==> src/rtl/tss_pkg.sv <==
// Types and constants shared by the TDMA slot scheduler modules.
`timescale 1ns / 1ps

package tss_pkg;

  // Node count that bounds the slot positions of one cycle.
  localparam logic [31:0] NODES = 32'd16;

  localparam logic [31:0] NEVER_TIME     = 32'hFFFF_FFFE;
  localparam logic [23:0] CYCLE_TIME_RST = 24'd10000;
  localparam logic [15:0] SLOT_TIME_RST  = 16'd100;
  localparam logic [15:0] GUARD_TIME_RST = 16'd20;

  localparam int IN_TDATA_W  = 80;
  localparam int IN_TUSER_W  = 2;
  localparam int OUT_TDATA_W = 168;
  localparam int CFG_IDX_W   = 3;
  localparam int CFG_DATA_W  = 24;

  // Event kinds
  localparam logic [1:0] KIND_RX   = 2'd0;
  localparam logic [1:0] KIND_TX   = 2'd1;
  localparam logic [1:0] KIND_TICK = 2'd2;

  // Frame types
  localparam logic [1:0] FT_HELLO = 2'd0;
  localparam logic [1:0] FT_NBR   = 2'd1;
  localparam logic [1:0] FT_MPR   = 2'd2;
  localparam logic [1:0] FT_OTHER = 2'd3;

  // Configuration register indexes
  localparam logic [2:0] CFG_NODE_ADDR   = 3'd0;
  localparam logic [2:0] CFG_HELLO_SLOT  = 3'd1;
  localparam logic [2:0] CFG_HELLO_GUARD = 3'd2;
  localparam logic [2:0] CFG_NBR_SLOT    = 3'd3;
  localparam logic [2:0] CFG_NBR_GUARD   = 3'd4;
  localparam logic [2:0] CFG_MPR_SLOT    = 3'd5;
  localparam logic [2:0] CFG_MPR_GUARD   = 3'd6;
  localparam logic [2:0] CFG_CYCLE_TIME  = 3'd7;

  typedef struct packed {
    logic [1:0]  kind;
    logic [31:0] now_ms;
    logic [7:0]  rx_node;
    logic [1:0]  rx_frame_type;
    logic [31:0] rx_stamp;
  } item_t;

  // Configuration plus the terms derived from it.
  typedef struct packed {
    logic [5:0]  node_addr;
    logic [15:0] hello_slot;
    logic [15:0] hello_guard;
    logic [15:0] nbr_slot;
    logic [15:0] nbr_guard;
    logic [15:0] mpr_slot;
    logic [15:0] mpr_guard;
    logic [23:0] cycle_time;
    logic [31:0] cyc_base;     // cycle_time - node_addr * hello_slot, wrapped
    logic        addr_reload;  // node address was just written
  } cfg_t;

endpackage

==> src/rtl/tss_cfg_regs.sv <==
// Configuration registers and the slot terms derived from them.
`timescale 1ns / 1ps

module tss_cfg_regs (
  input  logic                            clk,
  input  logic                            rst_n,
  input  logic                            cfg_we,
  input  logic [tss_pkg::CFG_IDX_W-1:0]   cfg_index,
  input  logic [tss_pkg::CFG_DATA_W-1:0]  cfg_wdata,
  output tss_pkg::cfg_t                   cfg
);
  import tss_pkg::*;

  logic [5:0]  node_addr_r;
  logic [15:0] hello_slot_r, hello_guard_r;
  logic [15:0] nbr_slot_r, nbr_guard_r;
  logic [15:0] mpr_slot_r, mpr_guard_r;
  logic [23:0] cycle_time_r;
  logic [31:0] cyc_base_r, cyc_base_nxt;
  logic [21:0] addr_hslot_nxt;
  logic        reload_r;

  assign addr_hslot_nxt = node_addr_r * hello_slot_r;
  assign cyc_base_nxt   = {8'd0, cycle_time_r} - {10'd0, addr_hslot_nxt};

  always_ff @(posedge clk) begin
    if (!rst_n) begin
      node_addr_r   <= 6'd0;
      hello_slot_r  <= SLOT_TIME_RST;
      hello_guard_r <= GUARD_TIME_RST;
      nbr_slot_r    <= SLOT_TIME_RST;
      nbr_guard_r   <= GUARD_TIME_RST;
      mpr_slot_r    <= SLOT_TIME_RST;
      mpr_guard_r   <= GUARD_TIME_RST;
      cycle_time_r  <= CYCLE_TIME_RST;
      cyc_base_r    <= {8'd0, CYCLE_TIME_RST};
      reload_r      <= 1'b0;
    end else begin
      reload_r   <= 1'b0;
      cyc_base_r <= cyc_base_nxt;
      if (cfg_we) begin
        unique case (cfg_index)
          CFG_NODE_ADDR: begin
            node_addr_r <= cfg_wdata[5:0];
            reload_r    <= 1'b1;
          end
          CFG_HELLO_SLOT:  hello_slot_r  <= cfg_wdata[15:0];
          CFG_HELLO_GUARD: hello_guard_r <= cfg_wdata[15:0];
          CFG_NBR_SLOT:    nbr_slot_r    <= cfg_wdata[15:0];
          CFG_NBR_GUARD:   nbr_guard_r   <= cfg_wdata[15:0];
          CFG_MPR_SLOT:    mpr_slot_r    <= cfg_wdata[15:0];
          CFG_MPR_GUARD:   mpr_guard_r   <= cfg_wdata[15:0];
          CFG_CYCLE_TIME:  cycle_time_r  <= cfg_wdata[23:0];
          default: ;
        endcase
      end
    end
  end

  always_comb begin
    cfg.node_addr   = node_addr_r;
    cfg.hello_slot  = hello_slot_r;
    cfg.hello_guard = hello_guard_r;
    cfg.nbr_slot    = nbr_slot_r;
    cfg.nbr_guard   = nbr_guard_r;
    cfg.mpr_slot    = mpr_slot_r;
    cfg.mpr_guard   = mpr_guard_r;
    cfg.cycle_time  = cycle_time_r;
    cfg.cyc_base    = cyc_base_r;
    cfg.addr_reload = reload_r;
  end

endmodule

==> src/rtl/tss_in_reg.sv <==
// Input register: captures one event transfer and holds it for the core.
`timescale 1ns / 1ps

module tss_in_reg (
  input  logic                            clk,
  input  logic                            rst_n,
  input  logic                            in_tvalid,
  output logic                            in_tready,
  input  logic [tss_pkg::IN_TDATA_W-1:0]  in_tdata,
  input  logic [tss_pkg::IN_TUSER_W-1:0]  in_tuser,
  output logic                            item_valid,
  output tss_pkg::item_t                  item,
  input  logic                            item_take
);
  import tss_pkg::*;

  logic  valid_r;
  item_t item_r;

  assign in_tready  = !valid_r || item_take;
  assign item_valid = valid_r;
  assign item       = item_r;

  always_ff @(posedge clk) begin
    if (!rst_n) begin
      valid_r <= 1'b0;
    end else if (in_tready) begin
      valid_r <= in_tvalid;
    end
  end

  always_ff @(posedge clk) begin
    if (in_tvalid && in_tready) begin
      item_r.kind          <= in_tuser;
      item_r.now_ms        <= in_tdata[31:0];
      item_r.rx_node       <= in_tdata[39:32];
      item_r.rx_frame_type <= in_tdata[41:40];
      item_r.rx_stamp      <= in_tdata[73:42];
    end
  end

endmodule

==> src/rtl/tss_sched_core.sv <==
// Scheduler state, per-event update logic and the result register.
`timescale 1ns / 1ps

module tss_sched_core (
  input  logic                             clk,
  input  logic                             rst_n,
  input  tss_pkg::cfg_t                    cfg,
  input  logic                             item_valid,
  input  tss_pkg::item_t                   item,
  output logic                             item_take,
  output logic                             out_tvalid,
  input  logic                             out_tready,
  output logic [tss_pkg::OUT_TDATA_W-1:0]  out_tdata
);
  import tss_pkg::*;

  // Scheduler state
  logic [31:0] next_tx_r, next_tx_nxt;
  logic [1:0]  next_type_r, next_type_nxt;
  logic [31:0] time_offset_r, time_offset_nxt;
  logic [31:0] stamp_r, stamp_nxt;
  logic [31:0] cycle_reset_r, cycle_reset_nxt;
  logic [63:0] heard_map_r, heard_map_nxt;
  logic [7:0]  last_node_r, last_node_nxt;
  logic [1:0]  last_type_r, last_type_nxt;
  logic [31:0] last_stamp_r, last_stamp_nxt;
  logic        heard_r, heard_nxt;
  logic        heard_nothing_r, heard_nothing_nxt;
  logic        sync_r, sync_nxt;
  logic        own_err, cleared;

  // Result register
  logic                   out_v_r;
  logic [OUT_TDATA_W-1:0] out_data_r, out_data_nxt;

  // Datapath
  logic        s_lt, s_eq, addr_zero;
  logic [5:0]  slots_ahead;
  logic [31:0] after, diff;
  logic [31:0] mul_a;
  logic [15:0] mul_b, slot1, slot2, guard;
  logic [47:0] mul_p;
  logic [31:0] prod;
  logic [21:0] p2;
  logic [31:0] wait_t, wait_sel, rx_tx_time;
  logic [1:0]  rx_type;
  logic [31:0] off_calc, off_new, now_off;
  logic        sync_new;

  assign item_take  = item_valid && (!out_v_r || out_tready);
  assign out_tvalid = out_v_r;
  assign out_tdata  = out_data_r;

  assign addr_zero   = (cfg.node_addr == 6'd0);
  assign s_lt        = item.rx_node <  {2'd0, cfg.node_addr};
  assign s_eq        = item.rx_node == {2'd0, cfg.node_addr};
  assign slots_ahead = cfg.node_addr - item.rx_node[5:0] - 6'd1;
  assign after       = NODES - {24'd0, item.rx_node} - 32'd1;
  assign diff        = {26'd0, cfg.node_addr} - {24'd0, last_node_r};

  always_comb begin
    case (item.rx_frame_type)
      FT_HELLO: begin
        slot1 = cfg.hello_slot;
        slot2 = cfg.nbr_slot;
        guard = cfg.hello_guard;
      end
      FT_NBR: begin
        slot1 = cfg.nbr_slot;
        slot2 = cfg.mpr_slot;
        guard = cfg.nbr_guard;
      end
      default: begin
        slot1 = cfg.mpr_slot;
        slot2 = cfg.mpr_slot;
        guard = cfg.mpr_guard;
      end
    endcase
  end

  // One multiplier serves the slot count on receive and the sync offset on transmit.
  assign mul_a = (item.kind == KIND_TX) ? diff : (s_lt ? {26'd0, slots_ahead} : after);
  assign mul_b = (item.kind == KIND_TX) ? cfg.hello_slot : slot1;
  assign mul_p = mul_a * mul_b;
  assign prod  = mul_p[31:0];
  assign p2    = s_lt ? 22'd0 : cfg.node_addr * slot2;

  assign wait_t   = {16'd0, guard} + prod + {10'd0, p2};
  // Relay list from a later node: never, still offset by now (wraps).
  assign wait_sel = (item.rx_frame_type == FT_MPR && !s_lt) ? NEVER_TIME : wait_t;
  assign rx_tx_time = item.now_ms + wait_sel;

  always_comb begin
    case (item.rx_frame_type)
      FT_HELLO: rx_type = s_lt ? FT_HELLO : FT_NBR;
      FT_NBR:   rx_type = s_lt ? FT_NBR : FT_MPR;
      default:  rx_type = s_lt ? FT_MPR : FT_HELLO;
    endcase
  end

  assign off_calc = item.now_ms - (last_stamp_r + {16'd0, cfg.hello_guard} + prod);

  always_comb begin
    if (addr_zero) begin
      off_new  = 32'd0;
      sync_new = 1'b1;
    end else if (heard_r && next_type_r == FT_HELLO && last_type_r == FT_HELLO) begin
      off_new  = off_calc;
      sync_new = 1'b1;
    end else begin
      off_new  = time_offset_r;
      sync_new = sync_r;
    end
  end

  assign now_off = item.now_ms + off_new;

  always_comb begin
    next_tx_nxt       = next_tx_r;
    next_type_nxt     = next_type_r;
    time_offset_nxt   = time_offset_r;
    stamp_nxt         = stamp_r;
    cycle_reset_nxt   = cycle_reset_r;
    heard_map_nxt     = heard_map_r;
    last_node_nxt     = last_node_r;
    last_type_nxt     = last_type_r;
    last_stamp_nxt    = last_stamp_r;
    heard_nxt         = heard_r;
    heard_nothing_nxt = heard_nothing_r;
    sync_nxt          = sync_r;
    own_err           = 1'b0;
    cleared           = 1'b0;

    if (cfg.addr_reload) begin
      next_tx_nxt = addr_zero ? 32'd0 : NEVER_TIME;
    end

    if (item_take) begin
      case (item.kind)
        KIND_RX: begin
          last_node_nxt  = item.rx_node;
          last_stamp_nxt = item.rx_stamp;
          last_type_nxt  = item.rx_frame_type;
          heard_nxt      = 1'b1;
          if (item.rx_node[7:6] == 2'd0) begin
            heard_map_nxt = heard_map_r | (64'd1 << item.rx_node[5:0]);
          end
          if (item.rx_frame_type != FT_OTHER) begin
            if (s_eq) begin
              own_err = 1'b1;
            end else begin
              next_tx_nxt   = rx_tx_time;
              next_type_nxt = rx_type;
            end
          end
          if (item.rx_frame_type == FT_HELLO) begin
            heard_nothing_nxt = 1'b0;
          end
        end
        KIND_TX: begin
          next_tx_nxt     = NEVER_TIME;
          time_offset_nxt = off_new;
          sync_nxt        = sync_new;
          stamp_nxt       = sync_new ? now_off : item.now_ms;
          if (next_type_r == FT_HELLO) begin
            cycle_reset_nxt = sync_new ? now_off + cfg.cyc_base : NEVER_TIME;
          end
        end
        KIND_TICK: begin
          if (item.now_ms > cycle_reset_r) begin
            heard_nxt       = 1'b0;
            heard_map_nxt   = 64'd0;
            cycle_reset_nxt = NEVER_TIME;
            if (addr_zero || !heard_nothing_r) begin
              next_tx_nxt = 32'd0;
            end
            cleared = 1'b1;
          end
        end
        default: ;
      endcase
    end
  end

  assign out_data_nxt = {3'd0, cleared, own_err, sync_nxt, heard_map_nxt, cycle_reset_nxt,
                         stamp_nxt, next_type_nxt, next_tx_nxt};

  always_ff @(posedge clk) begin
    if (!rst_n) begin
      next_tx_r       <= 32'd0;
      next_type_r     <= FT_HELLO;
      time_offset_r   <= 32'd0;
      stamp_r         <= 32'd0;
      cycle_reset_r   <= {8'd0, CYCLE_TIME_RST};
      heard_map_r     <= 64'd0;
      last_node_r     <= 8'd0;
      last_type_r     <= FT_HELLO;
      last_stamp_r    <= 32'd0;
      heard_r         <= 1'b0;
      heard_nothing_r <= 1'b1;
      sync_r          <= 1'b0;
      out_v_r         <= 1'b0;
    end else begin
      next_tx_r       <= next_tx_nxt;
      next_type_r     <= next_type_nxt;
      time_offset_r   <= time_offset_nxt;
      stamp_r         <= stamp_nxt;
      cycle_reset_r   <= cycle_reset_nxt;
      heard_map_r     <= heard_map_nxt;
      last_node_r     <= last_node_nxt;
      last_type_r     <= last_type_nxt;
      last_stamp_r    <= last_stamp_nxt;
      heard_r         <= heard_nxt;
      heard_nothing_r <= heard_nothing_nxt;
      sync_r          <= sync_nxt;
      if (item_take) begin
        out_v_r <= 1'b1;
      end else if (out_tready) begin
        out_v_r <= 1'b0;
      end
    end
  end

  always_ff @(posedge clk) begin
    if (item_take) begin
      out_data_r <= out_data_nxt;
    end
  end

endmodule

==> src/rtl/tdma_slot_scheduler_top.sv <==
// TDMA slot scheduler: top level tying config, input register and core together.
`timescale 1ns / 1ps

// Slotted MAC scheduler for one node. Each event transfer (kind in in_tuser:
// frame received, own transmit slot, time check) yields exactly one result
// transfer with the scheduler state after that event plus the error and
// clear flags. Throughput is one event per clock while out_tready keeps the
// result register free; a stalled result holds the input register. The input
// register takes the event, then the update logic writes the state and the
// result register together. The longest path is the 32x16 slot multiplier
// followed by the time adders. Configuration writes reach the derived cycle
// base through its own register after the configuration register; write the
// registers while no event is in flight.
module tdma_slot_scheduler_top (
  input  logic                            clk,
  input  logic                            rst_n,
  // [1:0] kind
  input  logic [tss_pkg::IN_TUSER_W-1:0]  in_tuser,
  // [31:0] now_ms, [39:32] rx_node, [41:40] rx_frame_type, [73:42] rx_stamp
  input  logic [tss_pkg::IN_TDATA_W-1:0]  in_tdata,
  input  logic                            in_tvalid,
  output logic                            in_tready,
  // [31:0] next_tx_time, [33:32] tx_type, [65:34] net_time,
  // [97:66] cycle_reset_time, [161:98] neighbor_map, [162] synced,
  // [163] own_id_error, [164] cycle_cleared
  output logic [tss_pkg::OUT_TDATA_W-1:0] out_tdata,
  output logic                            out_tvalid,
  input  logic                            out_tready,
  input  logic                            cfg_we,
  input  logic [tss_pkg::CFG_IDX_W-1:0]   cfg_index,
  input  logic [tss_pkg::CFG_DATA_W-1:0]  cfg_wdata
);
  import tss_pkg::*;

  cfg_t  cfg;
  item_t item;
  logic  item_valid;
  logic  item_take;

  tss_cfg_regs u_cfg (
    .clk       (clk),
    .rst_n     (rst_n),
    .cfg_we    (cfg_we),
    .cfg_index (cfg_index),
    .cfg_wdata (cfg_wdata),
    .cfg       (cfg)
  );

  tss_in_reg u_in (
    .clk        (clk),
    .rst_n      (rst_n),
    .in_tvalid  (in_tvalid),
    .in_tready  (in_tready),
    .in_tdata   (in_tdata),
    .in_tuser   (in_tuser),
    .item_valid (item_valid),
    .item       (item),
    .item_take  (item_take)
  );

  tss_sched_core u_core (
    .clk        (clk),
    .rst_n      (rst_n),
    .cfg        (cfg),
    .item_valid (item_valid),
    .item       (item),
    .item_take  (item_take),
    .out_tvalid (out_tvalid),
    .out_tready (out_tready),
    .out_tdata  (out_tdata)
  );

endmodule

==> config.mk <==
export PLATFORM = sky130hd
export DESIGN_NAME = tdma_slot_scheduler_top
export DESIGN_NICKNAME = d
export VERILOG_FILES = /design/src/rtl/tss_pkg.sv /design/src/rtl/tss_cfg_regs.sv /design/src/rtl/tss_in_reg.sv /design/src/rtl/tss_sched_core.sv /design/src/rtl/tdma_slot_scheduler_top.sv
export SDC_FILE = /design/constraint.sdc
export NUM_CORES = 2
export LEC_CHECK = 0
export ABC_CLOCK_PERIOD_IN_PS = 31000
export BUFFER_PORTS_ARGS = -buffer_cell sky130_fd_sc_hd__buf_2
export CAP_MARGIN = 20
export CORE_ASPECT_RATIO = 0.7
export CORE_UTILIZATION = 56
export DETAILED_ROUTE_END_ITERATION = 7
export GPL_TIMING_DRIVEN = 1
export PLACE_DENSITY = 0.8
export REMOVE_ABC_BUFFERS = 1
export SYNTH_ARGS = -nofsm -noshare
export SYNTH_HDL_FRONTEND = slang
export SYNTH_SLANG_ARGS = --single-unit
==> constraint.sdc <==
create_clock -name clk -period 31 [get_ports clk]
set_input_delay 3.1 -clock clk [delete_from_list [all_inputs] [get_ports clk]]
set_output_delay 3.1 -clock clk [all_outputs]
set_load 0.01 [all_outputs]
==> results.ini <==
[route]
drt_iter0_drc = 5553
drc = 0
vias_per_cell = 5.99
dr.pass1.iters = 7
detail_route.wl_per_cell_um = 22.3
wl_met2_um = 67300
vias = 44800
drt_wl_total_um = 167000
dr_wl_met3_um = 23700
wl_met1_um = 71500
highest_layer = met4
ant_nets = 0

[sta]
worst_slew_pin_slew_ns = 1.20
rsz0062_at_grt = false
fmax_mhz = 61.3
finalCriticalPeriod_ns = 16.32
post-route-period-util = 0.526
slew_violations = 0
finalSetupTns_ns = 0
setup_viol = 0
fin_skew_ns = 0.0612
max_slew_margin = 0.193
setup_slack_ns = 14.68
hold_violations = 0

[power_and_ir_drop]
cellPowerDensity_mw_per_mm2 = 124
ir_drop_uv = 247
total_leakage_power_nw = 25.1
p_total_w = 0.00725

[clock_network]
cts_hold_buf = 0
post_cts_resize_count = 0
clk_latency_ns = 0.69
cts_max_path_buffers = 3
cts_tree = done
ctsHtreeMaxLevel = 2
cts_sinks = 634
clockRootBuffer = clkbuf_16
numCtsBuffers = 61
cts.clk_slew.worst_paths_ns = 0.07
postCtsSetupBuffers = 0

[critical_path]
cp-start-kind = flop
required_ns = 31.63
rr_worst_depth = 61
worst-path-max-fanout = 20
end_kind = flop
cp_slowest_stage_delay_ns = 0.80
r2r_start = u_in.item[34]$_DFFE_PP_
crit_type = flop to flop
cp_slowest_cell = o22ai_2
crit_top_cell = fa_1
reg2reg_slack_ns = 14.68
cp.arrival_ns = 16.95
r2r_end = u_core.cycle_reset_r[31]$_SDFF_PN0_

[die]
fp.dieW_um = 372
dieHeight_um = 261
pin_count = 284
start_util = 0.568
rows = 94
dieArea_mm2 = 0.0969
core-area_mm2 = 0.0943

[grt]
grt-ovfl-total = 0
grt_max_degree = 125
grt_pass1_wl_um = 254000
grt_pass1_vias = 43200
antenna_found_initial = 5
grt_usage = 0.342

[placement]
dp.cells = 7367
place_ws_ns = 15.21
dp_hpwl_um = 128000
gp_congestion = 1.03
io_buffers = 274

[run]
maxCapViolCount = 0

[logic_synthesis]
avgSynthCellArea_um2 = 8.88
synth.distinct_cells = 101
synthTopCellsByArea = fa_1, dfxtp_1, edfxtp_1
async_flop_share = 0
syn_inst = 6032
synth_edf_count = 241
synth_common_cells = nand2_1, inv_1, fa_1
synth_seq_area_share = 0.282
ys_ff_latch = 634
ys_warn_count = 0
yosysTopAreaCell = fa_1
synth_top_area_share = 0.189
ys.flop_type = dfxtp_1
yosysMostFrequentCell = nand2_1
syn_area_mm2 = 0.0536

[min_path]
hold_class = flop to flop
whs_path_depth = 2
hold_end = u_core.heard_nothing_r$_SDFFE_PN1P_
hold_start = u_core.heard_nothing_r$_SDFFE_PN1P_

[status]
status = finished clean

[cells_and_area]
nets = 7175
fin_cells = 7486
drive_above_1_share = 0.0898
fillers = 7955
utilization = 0.619
syn2layout_area_growth_pct = 8.94

==> layout by cell type, fill, tap and decap left out, types with 25 or more instances in the layout <==
master       n
and2_1     276
nor2_1     406
a21oi_1    320
o21ai_0    200
o21bai_1    33
nand3_1     59
inv_1      671
nor3_1      51
edfxtp_1   241
o221ai_1    25
xor2_1      73
xnor2_1    156
dfxtp_1    393
nand2b_1    71
o21a_1      60
ha_1       371
nand2_1    985
clkbuf_16   62
a31oi_1     78
buf_2      274
a21boi_0   176
and3_1      40
nor2b_1     58
buf_4       91
a21o_1     105
mux2i_1     35
fa_1       505
==> report_power, final <==
part / leakage, nW / internal (W) / switching, W
sequential: 5.45 / 0.000910 / 0.0000317
combinational: 18.6 / 0.00219 / 0.00332
clock: 1.04 / 0.000449 / 0.000354
total: 25.1 / 0.00355 / 0.00370
==> worst max path at each step <==
stage	startpoint	end	slack, ns
6_report	u_in.item[34]$_DFFE_PP_	u_core.cycle_reset_r[31]$_SDFF_PN0_	14.68
5_1_grt	u_in.item[34]$_DFFE_PP_	u_core.cycle_reset_r[31]$_SDFF_PN0_	13.80
4_1_cts	u_in.item[34]$_DFFE_PP_	u_core.cycle_reset_r[31]$_SDFF_PN0_	15.07
3_5_place_dp	u_in.item[34]$_DFFE_PP_	u_core.cycle_reset_r[31]$_SDFF_PN0_	15.21
3_3_place_gp	u_in.item[34]$_DFFE_PP_	u_core.cycle_reset_r[31]$_SDFF_PN0_	15.26
2_1_floorplan	u_in.item[75]$_DFFE_PP_	u_core.cycle_reset_r[31]$_SDFF_PN0_	15.87
==> worst max-delay path: cells and delay by family (launching register included) <==
kind | cells | cell delay (ns)
flip-flops | 1 | 0.63
AO/OA/AOI/OAI | 21 | 6.06
adder cells (fa/ha/maj) | 14 | 5.60
buffers and inverters | 8 | 1.02
AND/OR/NAND/NOR | 14 | 1.83
XOR/XNOR | 4 | 1.06
==> layout make-up <==
type                    count  area (um2)  share of cell area
multi-input cells        4446       34900               0.598
flip-flops and latches    634       15100               0.259
inverters                 673        2530              0.0434
repair buffers            368        2100              0.0359
clock buffers              78        1690              0.0290
well taps                1248        1560              0.0268
clock inverters            38         460             0.00789
diodes                      1        2.50           0.0000429
==> flip-flops by register name, summed over array words and instances, names as in the netlist, 6 cells and up <==
name	cells
u_cfg.cycle_time_r	24
u_core.stamp_r	32
u_core.heard_map_r	64
u_core.out_tdata	165
u_cfg.hello_slot_r	16
u_core.last_node_r	8
u_in.item	76
u_core.time_offset_r	32
u_core.last_stamp_r	32
u_cfg.nbr_guard_r	16
u_cfg.mpr_guard_r	16
u_core.next_tx_r	32
u_cfg.mpr_slot_r	16
u_core.cycle_reset_r	32
u_cfg.nbr_slot_r	16
u_cfg.cyc_base_r	25
u_cfg.node_addr_r	6
u_cfg.hello_guard_r	16
==> layer usage <==
metal  global-route usage  vias up
met5                    0        -
met4               0.0894        0
met3                0.120      297
met2                0.480     2455
met1                0.495    21800
li1                     -    20200
==> through the flow <==
| step | hold slack (ns) | instance area [um2] |
|---|---|---|
| 2_1_floorplan | 0.414 | 52400 |
| 3_3_place_gp | 0.430 | 56200 |
| 3_5_place_dp | 0.434 | 56200 |
| 4_1_cts | 0.443 | 58300 |
| 5_1_grt | 0.471 | 58300 |
| 6_report | 0.443 | 58300 |
==> logic make-up (layout without fill, tap and decap cells) <==
family / Yosys count / after routing / share of synthesized area
other: 1 / 4 / 0.0000700
buffers and inverters: 954 / 1157 / 0.0682
AOI/OAI and AO/OA: 1218 / 1218 / 0.150
DFF: 634 / 634 / 0.282
adders and majority gates: 877 / 877 / 0.276
and+or+nand+nor: 2063 / 2063 / 0.175
muxes: 52 / 52 / 0.0101
xor gates and xnor gates: 233 / 233 / 0.0390
(Power assumes the default switching activity.)
